File: src/sv/mmm_skew.sv
`timescale 1ns / 1ps
// ---------------------------------------------------------------------------
// mmm_skew: edge skew delay line
// Delays one operand stream with its valid bit by a fixed number of cycles.
// ---------------------------------------------------------------------------
module mmm_skew #(
  parameter int DEPTH = 1
) (
  input  logic        clk,
  input  logic        rst,
  input  logic [31:0] d,
  input  logic        dv,
  output logic [31:0] q,
  output logic        qv
);

  generate
    if (DEPTH == 0) begin : g_none
      assign q  = d;
      assign qv = dv;
    end else begin : g_line
      logic [31:0] tap   [DEPTH];
      logic        tap_v [DEPTH];

      // Shift the operand one stage per cycle.
      always_ff @(posedge clk) begin
        tap[0] <= d;
        for (int i = 1; i < DEPTH; i++) begin
          tap[i] <= tap[i-1];
        end
      end

      // Valid bits are control state and clear on reset.
      always_ff @(posedge clk) begin
        if (rst) begin
          for (int i = 0; i < DEPTH; i++) begin
            tap_v[i] <= 1'b0;
          end
        end else begin
          tap_v[0] <= dv;
          for (int i = 1; i < DEPTH; i++) begin
            tap_v[i] <= tap_v[i-1];
          end
        end
      end

      assign q  = tap[DEPTH-1];
      assign qv = tap_v[DEPTH-1];
    end
  endgenerate

endmodule

File: config.mk
export PLATFORM = sky130hd
export DESIGN_NAME = mmm_skew
export DESIGN_NICKNAME = d
export VERILOG_FILES = /design/src/sv/mmm_skew.sv
export SDC_FILE = /design/constraint.sdc
export NUM_CORES = 1
export LEC_CHECK = 0
export ABC_AREA = 1
export BUFFER_PORTS_ARGS = -buffer_cell sky130_fd_sc_hd__buf_2
export CAP_MARGIN = 40
export CORE_ASPECT_RATIO = 1.1
export CORE_MARGIN = 1
export CORE_UTILIZATION = 35
export CTS_CLUSTER_DIAMETER = 30
export CTS_CLUSTER_SIZE = 20
export DETAILED_ROUTE_END_ITERATION = 10
export PLACE_DENSITY = 0.79
export SLEW_MARGIN = 10
export SYNTH_ARGS = -nofsm -noshare
export SYNTH_HDL_FRONTEND = slang
export SYNTH_SLANG_ARGS = --single-unit
File: constraint.sdc
create_clock -name clk -period 0.8 [get_ports clk]
set_input_delay 0.04 -clock clk [delete_from_list [all_inputs] [get_ports clk]]
set_output_delay 0.04 -clock clk [all_outputs]
set_load 0.005 [all_outputs]
==> impl_table.tex <==
\begin{tabular}{lr}
\hline
Metric & Value \\
\hline
\multicolumn{2}{l}{\textbf{Power and ir drop}} \\
\quad Worst IR Drop VDD & between 1 and 1.5 mV \\
\quad Leak & between 0.7 and 0.8 nW \\
\quad Cell Pwr Density & between 1500 and 2000 nW/um\^{}2 \\
\multicolumn{2}{l}{\textbf{Worst setup path}} \\
\quad Critical Path RT & 0.76 ns \\
\quad Slowest cell delay on critical path & 0.35 ns \\
\quad Critical path fanouts, max & 1 \\
\quad Buffers plus inverters on the worst setup path & 1 \\
\quad Family with the most delay on the worst path & flip-flops \\
\quad Kind of capture point of the worst setup path & primary output \\
\quad Data arrival, critical path & approximately 0.78 ns \\
\quad Crit-path slowest cell & sky130\_fd\_sc\_hd\_\_dfxtp\_2 \\
\quad Ordered list of cells on the worst path & buf\_6 \\
\quad CP startpoint kind & flop \\
\quad Classification of the worst setup path & flop to primary output \\
\multicolumn{2}{l}{\textbf{Synth}} \\
\quad Number of cells produced by synthesis & 35 \\
\quad Sequential share of the synthesized area & 0.9851 \\
\quad Synthesized cell area & approximately 670 sq um \\
\quad Mean cell area of the mapped netlist & 19.16 sq um \\
\quad Synth area leader & sky130\_fd\_sc\_hd\_\_dfxtp\_1 \\
\quad Synth unique cells & 3 \\
\quad \#FFs+latches synth & 33 \\
\quad Area share of the largest cell type after synthesis & 0.9851 \\
\quad Nets in the synthesized netlist & 70 \\
\quad Biggest area contributors in the synthesized netlist & sky130\_fd\_sc\_hd\_\_dfxtp\_1 99\%, sky130\_fd\_sc\_hd\_\_nor2\_2 0.93\%, sky130\_fd\_sc\_hd\_\_inv\_1 0.56\% \\
\quad Ys Warns & 0 \\
\multicolumn{2}{l}{\textbf{STA}} \\
\quad Ratio of final minimum period to clock period & 1.029 \\
\quad Final sum of negative setup slack & -0.1361 ns \\
\quad Endpoints failing setup & 14 \\
\quad Worst-Margin Slew & 0.1087 ns \\
\quad RSZ-0062 raised after global routing & true \\
\quad PnR worst setup slack & -0.02302 ns \\
\quad Relative slew margins & 0.9275 \\
\quad Upper clock frequency limit & roughly 1.2 GHz \\
\quad Shortest clock period the worst path allows after layout & 0.8230 ns \\
\quad Final slew viol count & 0 \\
\quad Final Hold Viols & 0 \\
\multicolumn{2}{l}{\textbf{Run status}} \\
\quad Outcome & complete, but fails checks \\
\quad Violations in the final reports & design-rule violations, negative setup slack \\
\multicolumn{2}{l}{\textbf{Final layout}} \\
\quad Share of the core filled with cells & 0.8560 \\
\quad Commonest non-fill, non-tap cells in the layout & 54 x sky130\_fd\_sc\_hd\_\_buf\_2, 34 x sky130\_fd\_sc\_hd\_\_dlygate4sd3\_1, 19 x sky130\_fd\_sc\_hd\_\_dfxtp\_1, 14 x sky130\_fd\_sc\_hd\_\_dfxtp\_2, 13 x sky130\_fd\_sc\_hd\_\_buf\_6 \\
\quad Proportion of layout cells with a drive suffix above 1 & 0.6250 \\
\quad Layout overhead on the synthesized area & 127.4\% \\
\quad Sequential cell area in the final layout & about 680 sq um \\
\quad Final-layout fill cell count & between 80 and 90 \\
\quad Number of nets in the finished design & between 150 and 200 \\
\quad Area of combinational cells with multiple inputs & around 6.3 sq um \\
\quad Most frequent standard cell in the layout excluding fill and tap cells & sky130\_fd\_sc\_hd\_\_buf\_2 \\
\multicolumn{2}{l}{\textbf{Clock tree}} \\
\quad Clock root cell & sky130\_fd\_sc\_hd\_\_clkbuf\_4 \\
\quad Deepest clock path buffer count & 2 \\
\quad Clock transition at path regs & around 0.11 ns \\
\quad Total clock buffers created by CTS & 5 \\
\quad Setup Fix Bufs, Post-CTS & 0 \\
\quad Sinks on the clock net & 33 \\
\quad Count of H-tree levels built during CTS & 2 \\
\quad CTS tree & built \\
\multicolumn{2}{l}{\textbf{Detailed routing}} \\
\quad Via count normalized by instance count & 4.061 \\
\quad Pre-antenna DRT Iters & 7 \\
\quad Total wire length & $\sim$2.5 mm \\
\quad Detailed Route Iter0 Violations & 11 \\
\quad Post-DR wirelength/cell & $\sim$15 microns \\
\quad Via Count & about 660 \\
\quad ANT nets after route & 0 \\
\quad \# DRC & 2 \\
\multicolumn{2}{l}{\textbf{Die}} \\
\quad Rows & 16 \\
\quad Chip Height & about 48 microns \\
\quad I/O pins & 68 \\
\quad Core area & about 1800 sq um \\
\quad Die Outline Area & 2095 sq um \\
\quad Starting Density & 0.3764 \\
\quad Overall die width & approximately 44 microns \\
\multicolumn{2}{l}{\textbf{Min path}} \\
\quad Worst hold endpoint & g\_line.tap[0][16]\$\_DFF\_P\_ \\
\quad Worst Hold Depth & 2 \\
\quad Min-Delay Startpoint & d[16] \\
\quad Worst min-delay path class & primary input to flop \\
\multicolumn{2}{l}{\textbf{Global route}} \\
\quad Pin count of the biggest net entering global routing & 12 \\
\quad Global-route wire length before repair & $\sim$3.1 mm \\
\quad Overflow left after global routing & 0 \\
\quad Initial antenna violation count & 1 \\
\quad Global routing usage summed across all routing layers & 0.2339 \\
\quad Vias in the first global route & between 700 and 800 \\
\multicolumn{2}{l}{\textbf{Flow run}} \\
\quad Count of maximum capacitance violations & 0 \\
\multicolumn{2}{l}{\textbf{Placed design}} \\
\quad Placed wire-length estimate & a little over 1 mm \\
\quad Last weighted congestion value of the routability-driven placer & $\sim$0.66 \\
\quad Number of buffer cells added on primary ports & 67 \\
\hline
\end{tabular}
sequential cells by signal, summed over array words and instances (netlist names):
register and count:
g_line.tap 32, g_line.tap_v 1
repair_timing:
item                                    in CTS  in global routing
endpoints found under the hold margin       33                  0
hold buffers                                34                  0
gates resized for setup                      1                 26
endpoints found under the setup margin      26                 33
worst max-delay path by stage:
stage	start	end	slack [ns]	cells after the start
3_3_place_gp	g_line.tap[0][1]$_DFF_P_	q[1]	0.37	1
2_1_floorplan	g_line.tap[0][0]$_DFF_P_	q[0]	0.46	0
6_report	g_line.tap[0][11]$_DFF_P_	q[11]	-0.02	1
5_1_grt	g_line.tap[0][8]$_DFF_P_	q[8]	-0.07	1
4_1_cts	g_line.tap[0][12]$_DFF_P_	q[12]	-0.03	1
3_5_place_dp	g_line.tap[0][6]$_DFF_P_	q[6]	0.36	1
final cells by class:
cell class	count	share of cell area
Clock inverter	3	0.01148
Antenna cell	1	0.001641
Timing Repair Buffer	101	0.4963
Inverter	1	0.002461
Clock buffer	5	0.02461
Sequential cell	33	0.4446
Multi-Input combinational cell	1	0.004102
Tap cell	18	0.01477
cell usage after synthesis:
cell type,instances
sky130_fd_sc_hd__inv_1,1
sky130_fd_sc_hd__dfxtp_1,33
sky130_fd_sc_hd__nor2_2,1
logic make-up after synthesis:
family,count (synthesis),synth area share
flops,33,0.9851
buf+inv,1,0.005592
simple gates,1,0.009334
metrics by stage:
step                cell area (sq um)  instances  setup slack [ns]  hold slack (ns)  power [mW]
finish                           1525        163          -0.02302           0.3465       3.016
global route                     1525        163          -0.06543           0.3322       3.155
CTS                              1425        162          -0.02843           0.3217       2.953
detailed placement               1028        120            0.3555           0.1436       1.966
global placement                 1028        120            0.3708           0.1420       1.959
floorplan                       670.6         35            0.4620          0.06772       1.807
report_power, final:
group	leakage, nW	internal, mW	switching (mW)	total [mW]
combinational	0.441	0.260	0.104	0.365
sequential	0.278	1.74	0.0334	1.77
clock	0.0310	0.331	0.548	0.879
total	0.751	2.33	0.686	3.02
metal layers:
metal / GRT usage / wire length (microns) / up-vias
li1: - / - / 321
met1: 0.2435 / 953 / 291
met2: 0.3582 / 1231 / 50
met3: 0.1811 / 291 / 0
met4: 0.09375 / 0 / 0
met5: 0 / 0 / -
(Power assumes the default switching activity.)
