`src/sv/mmm_pkg.sv`:
```
`timescale 1ns / 1ps
// ---------------------------------------------------------------------------
// mmm_pkg: shared types and codes of the mesh matrix multiplier
// Item and result payload structs, operation codes and register indexes.
// ---------------------------------------------------------------------------
package mmm_pkg;

  // Operation codes carried by an input item.
  localparam logic [1:0] OP_LOAD_A   = 2'd0;
  localparam logic [1:0] OP_LOAD_B   = 2'd1;
  localparam logic [1:0] OP_RUN      = 2'd2;
  localparam logic [1:0] OP_RESERVED = 2'd3;

  // Configuration register indexes (word address bits [3:2]).
  localparam logic [1:0] REG_ROWS  = 2'd0;
  localparam logic [1:0] REG_COLS  = 2'd1;
  localparam logic [1:0] REG_INNER = 2'd2;

  typedef struct packed {
    logic [1:0]         operation;
    logic [3:0]         row_index;
    logic [3:0]         col_index;
    logic signed [31:0] value;
  } item_t;

  typedef struct packed {
    logic [2:0]         out_row;
    logic [2:0]         out_col;
    logic signed [31:0] product_sum;
    logic               last;
  } result_t;

  // Per-row control shared by every cell of one mesh row.
  typedef struct packed {
    logic clr;
    logic shift;
  } cell_ctrl_t;

endpackage

```
`src/sv/mmm_cell.sv`:
```
`timescale 1ns / 1ps
// ---------------------------------------------------------------------------
// mmm_cell: multiply-accumulate cell of the mesh
// Passes A right and B down, multiplies, accumulates, and shifts its sum
// left when the row is being drained.
// ---------------------------------------------------------------------------
module mmm_cell
  import mmm_pkg::*;
(
  input  logic        clk,
  input  logic        rst,
  input  cell_ctrl_t  ctrl,
  input  logic [31:0] a_in,
  input  logic        a_in_v,
  input  logic [31:0] b_in,
  input  logic [31:0] sum_in,
  output logic [31:0] a_out,
  output logic        a_out_v,
  output logic [31:0] b_out,
  output logic [31:0] sum
);

  logic [31:0] prod;
  logic        prod_v;
  logic [63:0] full_prod;

  assign full_prod = 64'(a_in) * 64'(b_in);

  // Operand forwarding and product register.
  always_ff @(posedge clk) begin
    a_out <= a_in;
    b_out <= b_in;
    prod  <= full_prod[31:0];
  end

  always_ff @(posedge clk) begin
    if (rst) begin
      a_out_v <= 1'b0;
      prod_v  <= 1'b0;
    end else begin
      a_out_v <= a_in_v;
      prod_v  <= a_in_v;
    end
  end

  // Accumulator: cleared at run start, shifted left while draining.
  always_ff @(posedge clk) begin
    if (ctrl.clr) begin
      sum <= '0;
    end else if (ctrl.shift) begin
      sum <= sum_in;
    end else if (prod_v) begin
      sum <= sum + prod;
    end
  end

endmodule

```
`config.mk`:
```
export PLATFORM = sky130hd
export DESIGN_NAME = mmm_cell
export DESIGN_NICKNAME = d
export VERILOG_FILES = /design/src/sv/mmm_pkg.sv /design/src/sv/mmm_cell.sv
export SDC_FILE = /design/constraint.sdc
export NUM_CORES = 1
export LEC_CHECK = 0
export BUFFER_PORTS_ARGS = -buffer_cell sky130_fd_sc_hd__clkbuf_2
export CAP_MARGIN = 30
export CELL_PAD_IN_SITES_DETAIL_PLACEMENT = 1
export CELL_PAD_IN_SITES_GLOBAL_PLACEMENT = 1
export CORE_ASPECT_RATIO = 0.75
export CORE_UTILIZATION = 48
export CTS_CLUSTER_SIZE = 40
export DETAILED_ROUTE_END_ITERATION = 7
export HOLD_SLACK_MARGIN = 0.05
export MAX_ROUTING_LAYER = met4
export PLACE_DENSITY_LB_ADDON = 0.1
export SYNTH_ARGS = -nofsm -noshare
export SYNTH_HDL_FRONTEND = slang
export SYNTH_SLANG_ARGS = --single-unit
```
`constraint.sdc`:
```
create_clock -name clk -period 9.5 [get_ports clk]
set_input_delay 0.475 -clock clk [delete_from_list [all_inputs] [get_ports clk]]
set_output_delay 0.475 -clock clk [all_outputs]
set_load 0.005 [all_outputs]
```
==> metrics.yaml, run 1 <==
grt:
  grt_pass1_wl_um: 100700
  antenna_found_initial: 2
  grt_max_degree: 47
  grt_overflow: 0
  grt_usage_pct: 30.99
  grt_pass1_vias: 17800
die:
  io_pins: 198
  die_y_um: 181.8
  row_count: 65
  start_util_pct: 48.93
  core_area_um2: 42290
  die-area_um2: 43950
  die_w_um: 241.8
sta:
  fin_crit_sh_pct: 78.92
  slew_violations: 0
  tightest_slew_ps: 961.4
  fin_skew_ps: 12.61
  setup_viol: 0
  rsz0062_at_grt: "false"
  max_slew_margin_pct: 35.45
  tns_ps: 0
  period_minus_slack_ps: 7497
  max_clock_freq_mhz: 133.4
  hold_viol_final: 0
synth:
  synth.avg_cell_area_um2: 9.242
  async_reset_ff_share_pct: 0
  ys_seq_area_share_pct: 12.48
  synth_area_leaders: "fa_1 (40%), dfxtp_1 (12%), ha_1 (9.3%), and2_1 (8.3%), inv_1 (7.6%)"
  mappedNetlistArea_um2: 20690
  synthCells: 2239
  yosys.area.top_type: "fa_1"
  synth_cell_type_count: 74
  synth-main-ff-cell: "dfxtp_1"
  synthesis.nets: 2903
  synth_top_area_share_pct: 39.57
  synth-seq-cells: 129
  synth-edff-count: 0
  ys.warnings.count: 0
clock_tree:
  cts_made_buffers: 17
  cts_hold_buffers: 0
  postCtsSetupBuffers: 0
  cts-resized-gates: 0
  cts_num_sinks: 129
  ctsHtreeMaxLevel: 4
  ctsLongestPathBuffers: 2
  cts_tree: "done"
  ctsRootBufferMaster: "clkbuf_16"
  clock_latency_ps: 480
  clk_pin_slew_ps: 60
drt:
  vias: 15800
  drc: 0
  dr.pass1.iters: 5
  initialDrtViolationCount: 758
  routed_wl_um: 62910
  wl_per_cell_um: 21.39
  vias_per_cell: 5.372
  ant_nets: 0
place:
  hpwl_um: 49720
  io_buffers: 197
  finalWeightedCongestion: 0.8784
setup_path:
  r2r-start: "sum[0]"
  critical_path.top_delay_family: "adder cells"
  cpPeakStageDelay_ps: 570
  crit_end: "prod[31]"
  end_kind: "flip-flop"
  rr_worst_depth: 11
  regToRegSetupSlack_ps: 6210
  reg2reg_to: "sum[24]"
  cp_common_cell: "fa_1"
  crit_fanout: 28
  worstPathRequired_ps: 9830
  path_class: "input port to flip-flop"
  critPathLaunchType: "input port"
  worstPathBufferInverterCount: 5
  arrival_ps: 7820
  worstSetupStartpoint: "b_in[6]"
  crit_cells: 23
  crit_path_top_delay_cell: "or4_1"
  path_cells: "clkbuf_2, and2_1, fa_1, fa_1, fa_1, inv_1, fa_1, inv_1, fa_1, inv_1, fa_1, inv_1, fa_1, fa_1, ha_1, nand4_1, or4_1, o21ai_2, a2111oi_2, or3_1, o21ai_1, o41ai_2, xnor2_1"
outcome:
  status: "finished clean"
layout:
  fin_nets: 3020
  drive_above_1_share_pct: 11.19
  fillCellCount: 4925
  final_cell_mix: "inv_1 (418), fa_1 (409), nand2_1 (287)"
  area_growth_pct: 9.529
  final_common_cell: "inv_1"
run:
  maxCapViolations: 0
worst_hold_path:
  hp-class: "input port to flip-flop"
## area by class of cell
| class | count | area (um2) | share of cell area, % |
|---|---|---|---|
| tap | 569 | 711.9 | 3.141 |
| multi-input combinational | 1582 | 16120 | 71.13 |
| sequential | 129 | 2582 | 11.39 |
| clock buffer | 19 | 442.9 | 1.954 |
| antenna | 3 | 7.507 | 0.03312 |
| timing repair buffer | 208 | 1101 | 4.858 |
| clock inverter | 13 | 128.9 | 0.5686 |
| inverter | 418 | 1569 | 6.922 |
## cells in the mapped netlist, types with 5 or more instances
cell      count
o21bai_1     10
and2_1      274
o21ai_0      19
buf_2         6
mux2i_1       8
nand2_1     287
o21a_1       14
nor2_1       68
o21ai_1       8
dfxtp_1     129
nand4_1       8
and3_1        7
o211ai_1      5
a21o_1       22
xnor2_1      78
xor2_1       26
buf_1         7
clkbuf_1     97
o31ai_1       5
nor3_1       12
inv_1       418
a21oi_1      65
fa_1        409
a211oi_1     24
ha_1        154
nand3_1       8
## worst min path at each step
stage / start / to / slack (ps) / cells after the start
after global placement: sum[15] / sum[15] / 550 / 2
after floorplan: a_in[0] / a_out[0] / 500 / 0
after detailed placement: sum[15] / sum[15] / 560 / 2
final: a_in[31] / a_out[31] / 120 / 1
after CTS: a_in[31] / a_out[31] / 100 / 1
after global routing: a_in[31] / a_out[31] / 100 / 1
## routing by layer
| layer | up-vias | wire [um] | GRT usage [%] |
|---|---|---|---|
| li1 | 7039 | - | - |
| met1 | 8309 | 29730 | 42.35 |
| met2 | 399 | 27900 | 46.03 |
| met3 | 52 | 4373 | 7.833 |
| met4 | 0 | 908 | 7.646 |
| met5 | - | 0 | - |
## cells by family (layout without fill, tap and decap cells)
kind of cell / Yosys count / after routing / share of synthesized area (%)
simple gates: 693 / 693 / 16.82
fa+ha+maj: 563 / 563 / 48.88
buf+inv: 528 / 658 / 9.614
compound gates: 213 / 213 / 7.340
flops: 129 / 129 / 12.48
xor+xnor: 105 / 105 / 4.480
mux: 8 / 8 / 0.3870
other cells: 0 / 3 / 0
## through the flow
step / area (um2) / worst slack (ps) / hold slack (ps) / cells / util [%]
3_3_place_gp: 22040 / 1763 / 553.6 / 2904 / 52.11
5_1_grt: 22660 / 1714 / 103.4 / 2940 / 53.59
2_1_floorplan: 20690 / 2296 / 502.7 / 2239 / -
4_1_cts: 22610 / 2014 / 100.7 / 2936 / 53.46
6_report: 22670 / 2003 / 121.4 / 2941 / 53.59
3_5_place_dp: 22040 / 1506 / 563.3 / 2904 / 52.11
## sequential cells by signal (all words and copies together) (netlist names)
signal / cells
b_out: 32
a_out: 32
prod: 32
sum: 32
prod_v: 1
Power of run 1 is not shown: default switching activity piles up to over one toggle a cycle in this logic, so the estimate is an artifact.
==> run 2, diff against run 1 <==
--- a/config.mk
+++ b/config.mk
@@ -10,7 +10,7 @@
 export CELL_PAD_IN_SITES_DETAIL_PLACEMENT = 1
 export CELL_PAD_IN_SITES_GLOBAL_PLACEMENT = 1
 export CORE_ASPECT_RATIO = 0.75
-export CORE_UTILIZATION = 48
+export CORE_UTILIZATION = 44
 export CTS_CLUSTER_SIZE = 40
 export DETAILED_ROUTE_END_ITERATION = 7
 export HOLD_SLACK_MARGIN = 0.05
==> constraint.sdc (replaced) <==
create_clock -name clk -period 6.8 [get_ports clk]
set_input_delay 0.34 -clock clk [delete_from_list [all_inputs] [get_ports clk]]
set_output_delay 0.34 -clock clk [all_outputs]
set_load 0.005 [all_outputs]
==> metrics.yaml, run 2 (synthesis results as in run 1) <==
outcome:
  status: "finished clean"
clock_tree:
  cts_num_sinks: 129
  ctsHtreeMaxLevel: 4
  cts_made_buffers: 17
  clock_latency_ps: 470
  clk_pin_slew_ps: 60
  cts_tree: "done"
  ctsRootBufferMaster: "clkbuf_16"
  postCtsSetupBuffers: 0
  ctsLongestPathBuffers: 2
drt:
  drc: 0
  vias: 16440
  dr.pass1.iters: 7
  drt-met1-wl_um: 34440
  ant_nets: 0
  top_layer: "met4"
  routed_wl_um: 70720
  dr_wl_met2_um: 29290
  initialDrtViolationCount: 1033
  vias_per_cell: 5.170
  wl_met3_um: 5996
  wl_per_cell_um: 22.25
die:
  die_y_um: 189.8
  start_util_pct: 44.79
  row_count: 68
  die-area_um2: 47910
  io_pins: 198
  core_area_um2: 46200
  die_w_um: 252.4
sta:
  period_minus_slack_ps: 6602
  max_slew_margin_pct: 46.17
  rsz0062_at_grt: "false"
  hold_viol_final: 0
  max_clock_freq_mhz: 151.5
  fin_crit_sh_pct: 97.09
  tightest_slew_ps: 807.5
  slew_violations: 0
  setup_viol: 0
  fin_skew_ps: 8.660
layout:
  area_growth_pct: 17.24
  final_core_util_pct: 52.52
  design_area_um2: 24260
  drive_above_1_share_pct: 17.35
  final_common_cell: "inv_1"
  fin_nets: 3199
  final_cell_mix: "inv_1 (418), fa_1 (406), nand2_1 (287)"
worst_hold_path:
  hp-class: "input port to flip-flop"
grt:
  antenna_found_initial: 4
  grt_pass1_vias: 17840
  grt_pass1_wl_um: 107600
  grt_max_degree: 47
  grt_overflow: 0
  grt_usage_pct: 31.50
setup_path:
  crit_end: "prod[27]"
  worstPathRequired_ps: 7160
  rr_worst_depth: 11
  reg2reg_to: "sum[24]"
  arrival_ps: 6960
  regToRegSetupSlack_ps: 3510
  crit_fanout: 7
  critPathLaunchType: "input port"
  r2r-start: "sum[0]"
  worstSetupStartpoint: "a_in[14]"
  end_kind: "flip-flop"
  path_class: "input port to flip-flop"
run:
  maxCapViolations: 0
place:
  placed_cell_area_um2: 23490
  finalWeightedCongestion: 0.9088
  hpwl_um: 60670
  io_buffers: 197
[run 2: changes by cell type in the layout (fill, tap and decap cells not counted), sizes merged]
| cell | previous run | this run |
|---|---|---|
| inv | 422 | 423 |
| dlygate4sd3 | 0 | 11 |
| buf | 11 | 183 |
| clkinv | 7 | 2 |
| clkinvlp | 1 | 4 |
| bufinv | 1 | 2 |
| dlymetal6s4s | 0 | 1 |
| clkbuf | 216 | 210 |
| diode | 3 | 2 |
[run 2: worst max-delay path, cell delays in order]
cell and delay (ps):
clkbuf_2 220, and2_1 220, fa_1 570, fa_1 440, fa_1 510, inv_1 50
fa_1 490, inv_1 60, fa_1 480, fa_1 600, fa_1 450, fa_1 440
ha_1 340, nand4_1 140, or4_4 550, o21ai_4 180, a2111oi_2 100, o41a_1 360
o21bai_1 200, a21oi_1 110, xnor2_1 120
[run 2: layout make-up]
cell class                 count  area [um2]
multi-input combinational   1582       16190
tap                          630       788.3
antenna                        2       5.005
clock inverter                13       151.4
inverter                     418        1569
clock buffer                  18       429.2
sequential                   129        2582
fill                        5340       21940
timing repair buffer         387        2550
[run 2: worst min path at each step]
stage              from        end  slack, ps  cells past startpoint
2_1_floorplan   a_in[0]   a_out[0]        370                      0
3_3_place_gp   b_in[30]  b_out[30]        490                      1
3_5_place_dp   b_in[30]  b_out[30]        490                      1
4_1_cts        a_in[27]  a_out[27]         50                      1
5_1_grt        a_in[27]  a_out[27]         70                      1
6_report       a_in[27]  a_out[27]         80                      1
[run 2: timing repair]
| action | CTS | global route |
|---|---|---|
| endpoints found under the hold margin | 12 | 0 |
| setup endpoints to repair | 0 | 6 |
| resized for setup | 0 | 22 |
| hold buffers | 12 | 0 |
[run 2: metrics by stage]
stage	instances	TNS, ps	setup slack, ps	hold WS [ps]
6_report	3179	0	198.2	75.76
5_1_grt	3179	0	1.174	66.33
4_1_cts	3178	0	35.14	50.99
3_5_place_dp	3135	-2134	-465.0	493.5
3_3_place_gp	3135	-1117	-345.1	489.7
2_1_floorplan	2239	-13.79	-13.79	367.7
[run 2: routing by layer]
layer	vias to the layer above	GRT usage [%]
met5	-	-
met2	443	43.05
li1	7390	-
met4	0	6.340
met1	8551	45.65
met3	52	9.550
Power of run 2 is left out for the same reason.
